`src/design/bmt_pkg.sv`:
```
// Shared types and constants for the byte to multibyte translator.
package bmt_pkg;

	// Requested output slots per table entry; only four fit in one entry.
	localparam int SLOTS_PER_ENTRY = 4;
	localparam int SLOT_W          = 8;
	localparam int ENTRY_W         = 32;
	localparam int MAX_SLOTS       = ENTRY_W / SLOT_W;
	localparam int ACTIVE_SLOTS    = (SLOTS_PER_ENTRY < MAX_SLOTS) ? SLOTS_PER_ENTRY : MAX_SLOTS;
	localparam int STORE_DEPTH     = 256;
	localparam int IDX_W           = $clog2(STORE_DEPTH);

	// Bits of an entry that belong to active slots.
	localparam logic [ENTRY_W-1:0] ACTIVE_MASK =
		ENTRY_W'((64'(1) << (SLOT_W * ACTIVE_SLOTS)) - 64'(1));

	// Queue between the front and the back part.
	localparam int QUEUE_DEPTH = 4;
	localparam int QPTR_W      = $clog2(QUEUE_DEPTH);
	localparam int QCNT_W      = $clog2(QUEUE_DEPTH + 1);

	// Input mode codes.
	localparam logic MODE_TRANSLATE = 1'b0;
	localparam logic MODE_LOAD      = 1'b1;

	// Byte that terminates a string and is never translated.
	localparam logic [SLOT_W-1:0] TERMINATOR = '0;

	typedef logic [ENTRY_W-1:0] entry_t;

	// Occupancy flags of the queue.
	typedef struct packed {
		logic full;
		logic empty;
	} q_status_t;

endpackage

```
`src/design/bmt_queue.sv`:
```
// Short queue of table entries between the front and the back part.
module bmt_queue (
	input  logic               clk,
	input  logic               arst_n,
	input  logic               push,
	input  bmt_pkg::entry_t    push_entry,
	input  logic               pop,
	output bmt_pkg::entry_t    head,
	output bmt_pkg::q_status_t q_status
);
	import bmt_pkg::*;

	entry_t            slots_q [QUEUE_DEPTH];
	logic [QPTR_W-1:0] wr_ptr_q;
	logic [QPTR_W-1:0] rd_ptr_q;
	logic [QCNT_W-1:0] count_q;

	// Storage is written at the tail only.
	always_ff @(posedge clk) begin
		if (push) begin
			slots_q[wr_ptr_q] <= push_entry;
		end
	end

	// Pointers and fill count.
	always_ff @(posedge clk or negedge arst_n) begin
		if (!arst_n) begin
			wr_ptr_q <= '0;
			rd_ptr_q <= '0;
			count_q  <= '0;
		end else begin
			if (push) begin
				wr_ptr_q <= QPTR_W'(wr_ptr_q + 1'b1);
			end
			if (pop) begin
				rd_ptr_q <= QPTR_W'(rd_ptr_q + 1'b1);
			end
			if (push && !pop) begin
				count_q <= QCNT_W'(count_q + 1'b1);
			end else if (pop && !push) begin
				count_q <= QCNT_W'(count_q - 1'b1);
			end
		end
	end

	assign head           = slots_q[rd_ptr_q];
	assign q_status.full  = (count_q == QCNT_W'(QUEUE_DEPTH));
	assign q_status.empty = (count_q == '0);

	// The front part never pushes into a full queue.
	a_no_overflow: assert property (@(posedge clk) disable iff (!arst_n)
		push |-> !q_status.full)
		else $error("push into full queue");

	// The fill count stays within the depth.
	a_count_range: assert property (@(posedge clk) disable iff (!arst_n)
		count_q <= QCNT_W'(QUEUE_DEPTH))
		else $error("queue count out of range");

endmodule

```
`config.mk`:
```
export PLATFORM = sky130hd
export DESIGN_NAME = bmt_queue
export DESIGN_NICKNAME = d
export VERILOG_FILES = /design/src/design/bmt_pkg.sv /design/src/design/bmt_queue.sv
export SDC_FILE = /design/constraint.sdc
export NUM_CORES = 1
export LEC_CHECK = 0
export BUFFER_PORTS_ARGS = -buffer_cell sky130_fd_sc_hd__buf_2
export CELL_PAD_IN_SITES_DETAIL_PLACEMENT = 1
export CELL_PAD_IN_SITES_GLOBAL_PLACEMENT = 2
export CORE_MARGIN = 1
export CORE_UTILIZATION = 44
export DETAILED_ROUTE_END_ITERATION = 7
export HOLD_SLACK_MARGIN = 0.08
export PLACE_DENSITY_LB_ADDON = 0.05
export SETUP_SLACK_MARGIN = 0.02
export SYNTH_ARGS = -nofsm -noshare
export SYNTH_HDL_FRONTEND = slang
export SYNTH_SLANG_ARGS = --single-unit
```
`constraint.sdc`:
```
create_clock -name clk -period 2.4 [get_ports clk]
set_input_delay 0.12 -clock clk [delete_from_list [all_inputs] [get_ports clk]]
set_output_delay 0.12 -clock clk [all_outputs]
set_load 0.01 [all_outputs]
```
==> results.md <==
* Clk pwr share at 31.6%
* GRT Total Usage at 16.53%
* Drt wl/cell at 18.37 microns
* Number of gates resized after CTS at 0
* CP peak stage delay at 0.60 ns
* Core area at 11030 sq um
* # hold bufs at CTS at 36
* CP Max Fanout at 13
* Critical Path Start: rd_ptr_q[0]
* Fin nets at 371
* CTS Sinks at 135
* Unrepaired setup endpoints after global routing: no
* Register area share after synthesis at 79.43%
* H-tree levels at 4
* Worst Tran Pin Value at 0.5380 ns
* TritonCTS clock tree: built
* Vias at 2417
* Dpl cells at 414
* Worst-skew pair later-pin latency at 0.41 ns
* Power share of the combinational group at 25.6%
* DRC at 0
* Initial antenna violation count at 0
* Post-route insts no fill at 482
* Largest net degree at the start of global routing at 26
* Mapped Area at 5060 sq um
* Skew final at 0.005485 ns
* First-pass GRT wire length at 13610 microns
* Seq cells post-synth at 135
* Top-level I/O count at 70
* Die ar. at 11930 sq um
* Final Max Tran Viols at 0
* Max transition margin at 64.13%
* DP HPWL at 5520 microns
* Initial Utilization at 45.87%
* Synthesized instance count at 202
* Tot Pwr at 7.845 mW
* WP data arrival at 2.01 ns
* CTS Buffer Depth at 2
* Cell-internal power at 5.740 mW
* Clock Tree Root: clkbuf_16
* Drt total wl at 8852 microns
* Number of nets still failing antenna checks after routing at 0
* Setup repair bufs after CTS at 0
* Total global routing overflow at 0
* Setup TNS at 0 ns
* FILL cells at 958
* Crit path time final at 2.129 ns
* Die height at 109.2 microns
* Hold depth at 2
* IO Port Bufs at 69
* RR Startpoint: wr_ptr_q[0]
* Synth top area share at 75.96%
* Worst endpoint required time at 2.28 ns
* Clk pin slew, worst setup/hold paths at 0.05 ns
* Main area contributors after synthesis: edfxtp_1, mux4_2, dfrtp_1
* Share of cells above drive strength 1 at 40.94%
* Most common cell after layout, fill and taps aside: edfxtp_1
* Fin. Hold Viols at 0
* Hold WC Path Type: primary input to register
* Hold path endpoint: slots_q[3][3]
* Power density cells at 1201 nW/um^2
* Synth Warn # at 0
* Reg2reg path depth at 4
* Crit start category: register
* IR drop worst, VDD at 0.0005342 V
* DR iter-0 viols at 83
* Netlist cell types at 20
* GP Congestion at 0.6328
* Setup violators final at 0
* Net Sw Frac at 26.83%
* Outcome: completed
* Leakage at 2.354 nW
* Peak Freq at 0.4696 GHz
* Avg Cell Area, Syn at 25.05 sq um
* Synth-to-Final Area Change at 29.15%
* Rows at 38
* Worst Hold Launch: push_entry[3]
* Die Width at 109.2 microns
* Total CTS buffers at 17
* CP max stage cell: dfrtp_2
* Iteration count of the initial detailed-routing pass at 4
* Vias in the first global route at 2636
* Finished Core Util at 59.24%
* CP Class: register to primary output
* Via density at 5.015
* CP endpoint kind: primary output
* Dominant cell type by area after synthesis: edfxtp_1
* Most frequent cells in the layout: edfxtp_1, buf_2, dlygate4sd3_1
* Flop pwr share at 42.8%
* FF-to-FF End: slots_q[0][1]
* Syn Nets at 244
* Maxcap violations at 0
* Switching Power at 2.105 mW
* Final worst-path cycle share at 88.73%
* Worst-path cell chain: buf_4, mux4_1, buf_2
* Worst R2R Setup Slack at 0.90 ns
* Diode count at 0
[synth_stat cells, drive strengths merged]
master  count
o21ai       1
nor3b       1
xor2        4
dfrtp       7
ha          5
fa          1
nor2        1
xnor2       2
edfxtp    128
clkbuf      1
and2        4
buf         7
mux2        1
nor3        1
inv         4
nand2       2
mux4       32
[worst max-delay path, delay by kind of cell (launching register included)]
| kind | cells | cell delay, ns |
|---|---|---|
| buffers and inverters | 2 | 0.43 |
| muxes | 1 | 0.57 |
| DFF | 1 | 0.60 |
[routing by layer]
layer  global-route usage (%)  routed length, microns  share of wire [%]  vias up
li1                         -                       -                  -     1099
met1                    19.96                    3791                 43     1246
met2                    27.49                    4520                 51       60
met3                    5.140                     420                4.7       12
met4                    7.143                     119                1.3        0
met5                        0                       0                  0        -
[cell families (layout without fill, tap and decap cells)]
family | Yosys count | after routing | synth area share (%)
buffers and inverters | 12 | 152 | 2.077
AOI/OAI and AO/OA | 1 | 1 | 0.09882
and+or+nand+nor | 9 | 9 | 0.9643
muxes | 33 | 33 | 14.76
xor gates and xnor gates | 6 | 6 | 1.039
DFF | 135 | 135 | 79.43
adders and majority gates | 6 | 6 | 1.632
[metrics by stage]
stage | hold WS [ns] | setup WS [ns] | instance area, sq um
after floorplan | -0.1756 | 0.6034 | 5060
after global placement | -0.02852 | 0.6524 | 5605
after detailed placement | -0.03086 | 0.6300 | 5605
after CTS | 0.4377 | 0.1916 | 6535
after global routing | 0.4625 | 0.1559 | 6535
final | 0.4585 | 0.2705 | 6535
[worst max path at each step]
stage	endpoint	slack, ns	cells past startpoint
after global routing	head[27]	0.16	3
after CTS	head[27]	0.19	3
after detailed placement	head[27]	0.63	3
after global placement	head[27]	0.65	3
after floorplan	slots_q[2][0]	0.60	3
final	head[27]	0.27	3
[power by group through the flow]
stage	combinational, mW	clock (mW)	sequential, mW
6_report	2.01	2.48	3.35
5_1_grt	2.20	2.62	3.40
4_1_cts	2.07	2.55	3.37
3_5_place_dp	2.01	0	3.42
3_3_place_gp	2.00	0	3.39
2_1_floorplan	1.48	0	3.24
[registers in the layout, summed over array words and instances, names as in the netlist]
name,flops
count_q,3
rd_ptr_q,2
slots_q,128
wr_ptr_q,2
[area by class of cell]
cell class	count	area, sq um	share of cell area [%]
clock inverter	13	136.4	2.087
timing repair buffer	116	813.3	12.44
multi-input combinational	55	940.9	14.40
sequential	135	4021	61.54
tap	140	175.2	2.680
inverter	4	15.01	0.2298
clock buffer	19	432.9	6.625
No activity file was read; power rests on OpenSTA's default activity.
