===== config.mk =====
export PLATFORM = sky130hd
export DESIGN_NAME = bmt_back
export DESIGN_NICKNAME = d
export VERILOG_FILES = /design/src/design/bmt_pkg.sv /design/src/design/bmt_back.sv
export SDC_FILE = /design/constraint.sdc
export NUM_CORES = 1
export LEC_CHECK = 0
export BUFFER_PORTS_ARGS = -buffer_cell sky130_fd_sc_hd__buf_4
export CAP_MARGIN = 20
export CORE_MARGIN = 2
export CORE_UTILIZATION = 58
export DETAILED_ROUTE_END_ITERATION = 8
export PLACE_DENSITY = 0.85
export SLEW_MARGIN = 30
export SYNTH_ARGS = -nofsm -noshare
export SYNTH_HDL_FRONTEND = slang
export SYNTH_SLANG_ARGS = --single-unit

===== constraint.sdc =====
create_clock -name clk -period 6.6 [get_ports clk]
set_clock_uncertainty 0.2 [all_clocks]
set_input_delay 0 -clock clk [delete_from_list [all_inputs] [get_ports clk]]
set_output_delay 0 -clock clk [all_outputs]
set_load 0.05 [all_outputs]

===== src/design/bmt_pkg.sv =====
// Shared types and constants for the byte to multibyte translator.
package bmt_pkg;

	// Requested output slots per table entry; only four fit in one entry.
	localparam int SLOTS_PER_ENTRY = 4;
	localparam int SLOT_W          = 8;
	localparam int ENTRY_W         = 32;
	localparam int MAX_SLOTS       = ENTRY_W / SLOT_W;
	localparam int ACTIVE_SLOTS    = (SLOTS_PER_ENTRY < MAX_SLOTS) ? SLOTS_PER_ENTRY : MAX_SLOTS;
	localparam int STORE_DEPTH     = 256;
	localparam int IDX_W           = $clog2(STORE_DEPTH);

	// Bits of an entry that belong to active slots.
	localparam logic [ENTRY_W-1:0] ACTIVE_MASK =
		ENTRY_W'((64'(1) << (SLOT_W * ACTIVE_SLOTS)) - 64'(1));

	// Queue between the front and the back part.
	localparam int QUEUE_DEPTH = 4;
	localparam int QPTR_W      = $clog2(QUEUE_DEPTH);
	localparam int QCNT_W      = $clog2(QUEUE_DEPTH + 1);

	// Input mode codes.
	localparam logic MODE_TRANSLATE = 1'b0;
	localparam logic MODE_LOAD      = 1'b1;

	// Byte that terminates a string and is never translated.
	localparam logic [SLOT_W-1:0] TERMINATOR = '0;

	typedef logic [ENTRY_W-1:0] entry_t;

	// Occupancy flags of the queue.
	typedef struct packed {
		logic full;
		logic empty;
	} q_status_t;

endpackage


===== src/design/bmt_back.sv =====
// Back part: sends the non-zero slots of each entry, one beat per cycle while the output is not stalled.
module bmt_back (
	input  logic                    clk,
	input  logic                    arst_n,
	input  bmt_pkg::entry_t         head,
	input  bmt_pkg::q_status_t      q_status,
	output logic                    pop,
	output logic                    out_valid,
	input  logic                    out_stall,
	output logic [bmt_pkg::SLOT_W-1:0] out_byte,
	output logic                    last_of_item
);
	import bmt_pkg::*;

	entry_t            rem_q;
	logic              out_valid_q;
	logic [SLOT_W-1:0] out_byte_q;
	logic              last_q;

	logic              adv;
	logic              have;
	entry_t            src;
	entry_t            cleared;
	logic [SLOT_W-1:0] sel_byte;
	logic              found;

	// Work from the rest of the current entry, else from the head of the queue.
	always_comb begin
		adv  = !out_valid_q || !out_stall;
		have = (rem_q != '0) || !q_status.empty;
		src  = (rem_q != '0) ? rem_q : head;
		pop  = adv && (rem_q == '0) && !q_status.empty;
	end

	// Pick the lowest non-zero slot and clear it.
	always_comb begin
		found    = 1'b0;
		sel_byte = '0;
		cleared  = src;
		for (int s = 0; s < ACTIVE_SLOTS; s++) begin
			if (!found && src[s*SLOT_W +: SLOT_W] != '0) begin
				found                        = 1'b1;
				sel_byte                     = src[s*SLOT_W +: SLOT_W];
				cleared[s*SLOT_W +: SLOT_W]  = '0;
			end
		end
	end

	// Output register and the remaining slots of the entry in progress.
	always_ff @(posedge clk or negedge arst_n) begin
		if (!arst_n) begin
			out_valid_q <= 1'b0;
			rem_q       <= '0;
		end else if (adv) begin
			out_valid_q <= have;
			if (have) begin
				rem_q <= cleared;
			end
		end
	end

	always_ff @(posedge clk) begin
		if (adv && have) begin
			out_byte_q <= sel_byte;
			last_q     <= (cleared == '0);
		end
	end

	assign out_valid    = out_valid_q;
	assign out_byte     = out_byte_q;
	assign last_of_item = last_q;

	// A sent byte is never zero.
	a_nonzero_out: assert property (@(posedge clk) disable iff (!arst_n)
		out_valid_q |-> (out_byte_q != '0))
		else $error("zero byte on output");

	// Slots still pending mean the beat in the output register was not the last.
	a_rem_pending: assert property (@(posedge clk) disable iff (!arst_n)
		(rem_q != '0) |-> (out_valid_q && !last_q))
		else $error("pending slots after last beat");

	// The queue is only read when it holds an entry.
	a_pop_nonempty: assert property (@(posedge clk) disable iff (!arst_n)
		pop |-> !q_status.empty)
		else $error("pop from empty queue");

endmodule


==> flow_metrics.py, run 1 <==
metrics = {
    "cells_and_area": {
        "num-nets-final": 331,
        "areaGrowthSynthToFinish_pct": 35.6,
        "n_antenna_cell": 0,
        "drive_gt1_share_pct": 20.3,
    },
    "worst_setup_path": {
        "critical_path_required_ns": 6.40,
        "max_stage_delay_ns": 0.84,
        "path_cells": "or4_4 -> nor4_4 -> nand2_1 -> nor3_4 -> buf_4",
        "criticalPathCategory": "flip-flop to output port",
        "rrSetupSlack_ns": 3.34,
        "critical_path.slowest_cell": "nor3_4",
        "worst-path-max-fanout": 25,
        "startpoint_type": "flip-flop",
        "critPathBufInv": 1,
        "worst_ep_arrival_time_ns": 3.15,
        "cp_top_family": "simple AND/OR/NAND/NOR gates",
        "end_kind": "output port",
    },
    "yosys": {
        "avgSynthCellArea_um2": 9.86,
        "synth_nets": 257,
        "yosys_most_used_dff": "dfrtp_1",
        "synth_seq_cells": 42,
        "ys_async_sr_fraction_pct": 78.6,
        "synthCells": 220,
        "ys_types": 39,
        "yosysSeqAreaShare_pct": 50.5,
        "netlist_area_mm2": 0.00217,
        "synth_edf_count": 9,
        "synth-warning-count": 0,
    },
    "global_route": {
        "grt_max_degree": 33,
        "grt.overflow.total": 0,
        "first_global_vias": 2102,
        "grt_pass1_wl_um": 10200,
        "antenna_found_initial": 0,
        "grt_use_total_pct": 32.0,
    },
    "sta": {
        "fmax_mhz": 299,
        "drv_slew": 0,
        "fin_crit_ns": 3.35,
        "min_period_over_period_pct": 50.8,
        "setup_viol": 0,
        "tightest_slew_ns": 0.997,
        "worst_hold_slack_ns": -0.00478,
        "setup_tns_ns": 0,
        "hold_viol": 1,
        "rsz0062_at_grt": "no",
        "max_slew_margin_pct": 33.3,
    },
    "clocking": {
        "cts_resized": 0,
        "clkSinkCount": 42,
        "clockBufferDepth": 2,
        "cts_root_buf": "clkbuf_8",
        "cts_made_buffers": 5,
        "ctsHtreeMaxLevel": 2,
        "post-cts-setup-buffers": 0,
        "path_clk_slew_ns": 0.08,
        "cts_tree": "yes",
        "clock_latency_ns": 0.29,
    },
    "placed_design": {
        "port_buffers": 46,
        "place_congestion": 0.969,
        "dp_hpwl_um": 4320,
    },
    "run": {
        "maxCapViolations": 0,
    },
    "floorplanning": {
        "num_rows": 22,
        "die_area_mm2": 0.00424,
        "die_height_um": 65.1,
        "pin_count": 48,
        "core_mm2": 0.00363,
        "initial_utilization_pct": 59.7,
        "die_w_um": 65.1,
    },
    "drt": {
        "drt-initial-drc-count": 328,
        "vias": 2189,
        "drt_first_pass_iters": 5,
        "vias_per_cell": 6.38,
        "finalWirelength_um": 6390,
        "post_drt_wl_per_cell_um": 18.6,
        "drc": 0,
        "drtAntennaViolNets": 0,
    },
    "worst_hold_path": {
        "min_path_type": "input pin to flip-flop",
    },
    "power_and_ir_drop": {
        "power.total_mw": 1.23,
        "p_leak_nw": 1.31,
        "p_per_area_mw_per_mm2": 418,
        "vdd_ir_drop_max_mv": 0.200,
    },
    "outcome": {
        "violations": "negative hold slack",
        "status": "complete, but fails checks",
    },
}
## cells by family (layout without fill, tap and decap cells)
kind of cell	after synthesis	in the layout	synth area share, %
AOI/OAI and AO/OA	82	82	24.2
buffers and inverters	12	87	2.77
DFF	42	42	50.5
and+or+nand+nor	84	84	22.4
## final cells by class
type                            instances  area, um^2
Tap cell                               48        60.1
Inverter                                1        3.75
Timing Repair Buffer                   78         673
Fill cell                             250         693
Clock buffer                            7        86.3
Sequential cell                        42        1100
Clock inverter                          1        8.76
Multi-Input combinational cell        166        1010
## through the flow
step	worst slack (ns)	std cells	instance area, um^2	util (%)	hold WS, ns
2_1_floorplan	4.00	220	2170	-	-0.496
4_1_cts	3.32	343	2940	80.9	0.00166
5_1_grt	3.13	343	2940	80.9	0.0588
3_5_place_dp	3.40	304	2520	69.5	-0.235
3_3_place_gp	3.47	304	2520	69.5	-0.238
6_report	3.25	343	2940	80.9	-0.00478
## registers in the layout, indices dropped and copies added, names as in the netlist
signal / cells
out_valid: 1
out_byte: 8
rem_q: 32
last_of_item: 1
## where the power goes
group	internal, mW	total, mW	switching (mW)	leakage [nW]
Combinational	0.229	0.678	0.449	0.718
Sequential	0.344	0.378	0.0336	0.539
Clock	0.0864	0.173	0.0864	0.0489
## worst min-delay path: cells and delay by family
| family | cells | cell delay (ns) |
|---|---|---|
| simple gates | 2 | 0.38 |
| buf+inv | 1 | 0.07 |
## per-layer routing
metal  part of all wire (%)  global-route usage, %  vias to the layer above
met5                      0                      0                        -
met4                    3.5                   12.8                        0
met1                     40                   41.3                     1012
met3                    9.4                   7.19                       27
li1                       -                      -                      990
met2                     47                   52.8                      160
## worst paths after layout
kind | endpoint | startpoint | depth (start not counted)
max | pop | rem_q[0]$_DFFE_PN0P_ | 5
min | out_valid$_DFFE_PN0P_ | out_stall | 3
max reg2reg | rem_q[18]$_DFFE_PN0P_ | rem_q[0]$_DFFE_PN0P_ | 7
min reg2reg | rem_q[13]$_DFFE_PN0P_ | rem_q[13]$_DFFE_PN0P_ | 2
max in group asynchronous | rem_q[25]$_DFFE_PN0P_ | arst_n | 4
min in group asynchronous | out_valid$_DFFE_PN0P_ | arst_n | 3
## Yosys cell counts, types with 2 or more instances
| master | n | share of area, % |
|---|---|---|
| a211oi_1 | 2 | 0.69 |
| a21o_1 | 2 | 0.69 |
| a21oi_1 | 39 | 9.0 |
| a221oi_1 | 6 | 2.4 |
| and2_1 | 5 | 1.4 |
| buf_2 | 6 | 1.4 |
| buf_4 | 2 | 0.69 |
| clkbuf_1 | 3 | 0.52 |
| dfrtp_1 | 33 | 38 |
| edfxtp_1 | 9 | 12 |
| nand2_1 | 11 | 1.9 |
| nand3b_1 | 2 | 0.69 |
| nor2_1 | 29 | 5.0 |
| nor2b_1 | 9 | 2.6 |
| nor4_1 | 7 | 2.0 |
| o211ai_1 | 9 | 3.1 |
| o21a_1 | 4 | 1.4 |
| o21ai_0 | 2 | 0.46 |
| o221ai_1 | 6 | 2.4 |
| o22ai_1 | 4 | 1.2 |
| or4_1 | 11 | 3.8 |
| or4_4 | 2 | 1.0 |
## what timing repair did
item | in CTS | in global routing
hold buffers | 31 | 0
endpoints found under the hold margin | 66 | 0
setup endpoints to repair | 0 | 0
## layout by cell type, fill, tap and decap left out, drive strengths merged
cell	netlist	layout
a211o	1	1
a211oi	2	2
a21boi	1	1
a21o	2	2
a21oi	39	39
a221o	1	1
a221oi	6	6
a31oi	1	1
and2	6	6
and4bb	1	1
buf	8	48
clkbuf	3	7
dfrtp	33	33
dlygate4sd3	0	30
edfxtp	9	9
inv	1	2
nand2	11	11
nand2b	1	1
nand3	1	1
nand3b	2	2
nor2	29	29
nor2b	9	9
nor3	1	1
nor4	8	8
o211ai	9	9
o21a	4	4
o21ai	3	3
o221ai	6	6
o22a	1	1
o22ai	4	4
o2bb2ai	1	1
o31ai	1	1
or2	1	1
or3	1	1
or4	13	13
No activity file was read; power rests on OpenSTA's default activity.
==> run 2: changes to the inputs <==
--- a/config.mk
+++ b/config.mk
@@ -8,9 +8,9 @@
 export BUFFER_PORTS_ARGS = -buffer_cell sky130_fd_sc_hd__buf_4
 export CAP_MARGIN = 20
 export CORE_MARGIN = 2
-export CORE_UTILIZATION = 58
+export CORE_UTILIZATION = 48
 export DETAILED_ROUTE_END_ITERATION = 8
-export PLACE_DENSITY = 0.85
+export PLACE_DENSITY = 0.75
 export SLEW_MARGIN = 30
 export SYNTH_ARGS = -nofsm -noshare
 export SYNTH_HDL_FRONTEND = slang
==> constraint.sdc (replaced) <==
create_clock -name clk -period 2.9 [get_ports clk]
set_clock_uncertainty 0.2 [all_clocks]
set_input_delay 0 -clock clk [delete_from_list [all_inputs] [get_ports clk]]
set_output_delay 0 -clock clk [all_outputs]
set_load 0.05 [all_outputs]
==> run 2 against run 1 <==
The flow now finishes without violations. Combinational power grew to 2.6 times the previous value. Die area grew 19%. Utilization shrank 10 points. Cell count grew 5.0%. Critical path depth grew 1.
==> flow_metrics.py, run 2 (synthesis gave the netlist of run 1 again) <==
metrics = {
    "power_and_ir_drop": {
        "p_per_area_mw_per_mm2": 977,
        "vdd_ir_drop_max_mv": 0.472,
        "p_leak_nw": 1.38,
    },
    "worst_setup_path": {
        "crit_path_start": "rem_q[21]$_DFFE_PN0P_",
        "rr_worst_depth": 6,
        "criticalPathCategory": "flip-flop to flip-flop",
        "worst-path-max-fanout": 8,
        "timing.rr.end": "out_byte[3]$_DFFE_PP_",
        "end_kind": "flip-flop",
        "startpoint_type": "flip-flop",
        "reg2reg_from": "rem_q[21]$_DFFE_PN0P_",
        "rrSetupSlack_ns": 0.1,
        "critical_path_required_ns": 2.72,
        "worst_ep_arrival_time_ns": 2.62,
    },
    "placed_design": {
        "dpl_cell_area_mm2": 0.00264,
        "place_congestion": 0.924,
        "dp_hpwl_um": 4640,
        "port_buffers": 46,
    },
    "cells_and_area": {
        "n_fill_cell": 325,
        "drive_gt1_share_pct": 24.8,
        "areaGrowthSynthToFinish_pct": 42.4,
        "final_area_mm2": 0.00309,
        "top_register": "rem_q",
        "num-nets-final": 344,
        "mostFrequentLayoutCell": "buf_4",
        "largest_reg_flops": 32,
        "layout_common_cells": "buf_4 (58), a21oi_1 (38), dfrtp_1 (33)",
    },
    "floorplanning": {
        "die_height_um": 71.2,
        "die_w_um": 71.2,
        "initial_utilization_pct": 49.8,
        "num_rows": 24,
        "die_area_mm2": 0.00507,
        "pin_count": 48,
        "core_mm2": 0.00435,
    },
    "outcome": {
        "status": "finished, final reports clean",
    },
    "drt": {
        "vias": 2197,
        "drt-initial-drc-count": 212,
        "post_drt_wl_per_cell_um": 18.5,
        "vias_per_cell": 6.10,
        "drc": 0,
        "finalWirelength_um": 6660,
        "drtAntennaViolNets": 0,
        "drt_first_pass_iters": 4,
    },
    "sta": {
        "tightest_slew_ns": 0.783,
        "rsz0062_at_grt": "no",
        "drv_slew": 0,
        "max_slew_margin_pct": 47.8,
        "fmax_mhz": 357,
        "min_period_over_period_pct": 96.6,
        "fin_crit_ns": 2.80,
        "setup_viol": 0,
        "setup_tns_ns": 0,
        "hold_viol": 0,
    },
    "clocking": {
        "path_clk_slew_ns": 0.08,
        "cts_made_buffers": 5,
        "clockBufferDepth": 2,
        "clkSinkCount": 42,
        "ctsHtreeMaxLevel": 2,
        "cts_tree": "yes",
        "cts_root_buf": "clkbuf_8",
        "clock_latency_ns": 0.30,
    },
    "global_route": {
        "grt_max_degree": 30,
        "grt.overflow.total": 0,
        "first_global_vias": 2082,
        "grt_pass1_wl_um": 10300,
        "antenna_found_initial": 0,
        "grt_use_total_pct": 27.1,
    },
    "run": {
        "maxCapViolations": 0,
    },
    "worst_hold_path": {
        "worstHoldStart": "head[1]",
        "min_path_type": "input pin to flip-flop",
        "hold_end": "out_byte[1]$_DFFE_PP_",
        "hold_depth": 4,
    },
}
[run 2: worst max path at each step]
stage | to
detailed placement | out_byte[2]$_DFFE_PP_
global route | pop
CTS | out_byte[3]$_DFFE_PP_
floorplan | out_byte[0]$_DFFE_PP_
finish | out_byte[3]$_DFFE_PP_
global placement | out_byte[2]$_DFFE_PP_
[run 2: per-layer routing]
| layer | up-vias | GRT usage [%] | wire length (um) | part of all wire (%) |
|---|---|---|---|---|
| met5 | - | 0 | 0 | 0 |
| met3 | 25 | 4.08 | 452 | 6.8 |
| met2 | 116 | 44.4 | 3300 | 50 |
| li1 | 1016 | - | - | - |
| met1 | 1040 | 35.6 | 2680 | 40 |
| met4 | 0 | 12.4 | 225 | 3.4 |
[run 2: power breakdown]
| part | leakage [nW] | internal (mW) | total, mW | switching (mW) |
|---|---|---|---|---|
| sequential | 0.539 | 0.784 | 0.857 | 0.0729 |
| combinational | 0.783 | 0.664 | 1.73 | 1.06 |
| clock | 0.0555 | 0.241 | 0.432 | 0.192 |
| total | 1.38 | 1.69 | 3.02 | 1.33 |
[run 2: through the flow]
stage | hold slack, ns | setup WS [ns] | cells | total power, mW | utilization (%)
floorplan | -0.496 | 0.299 | 220 | 1.97 | -
global placement | -0.233 | 0.0940 | 321 | 2.48 | 60.6
detailed placement | -0.231 | 0.0269 | 321 | 2.50 | 60.6
CTS | 0.0166 | 0.0177 | 359 | 2.97 | 70.5
global route | 0.0152 | 0.0115 | 359 | 3.19 | 70.9
finish | 0.0286 | 0.0990 | 360 | 3.02 | 70.9
[run 2: what timing repair did]
| action | CTS | global route |
|---|---|---|
| gates resized for setup | 0 | 5 |
| hold buffers | 31 | 0 |
| buffers inserted | 0 | 0 |
| setup endpoints to repair | 0 | 15 |
| hold endpoints to repair | 64 | 0 |
[run 2: worst max-delay path: stages (launching register included)]
cell      delay (ns)
dfrtp_1         0.41
or4_1           0.58
a211oi_1        0.44
a21oi_2         0.18
or2_1           0.35
o221ai_1        0.23
o211ai_1        0.14
[run 2: final cells by class]
type                    instances  area [um^2]  area share, %
repair buffers                 91          787           25.5
multi-input cells             166         1030           33.2
inverters                       1         3.75          0.122
diodes                          1         2.50         0.0810
well taps                      52         65.1           2.11
clock buffers                   7          108           3.48
flip-flops and latches         42         1100           35.5
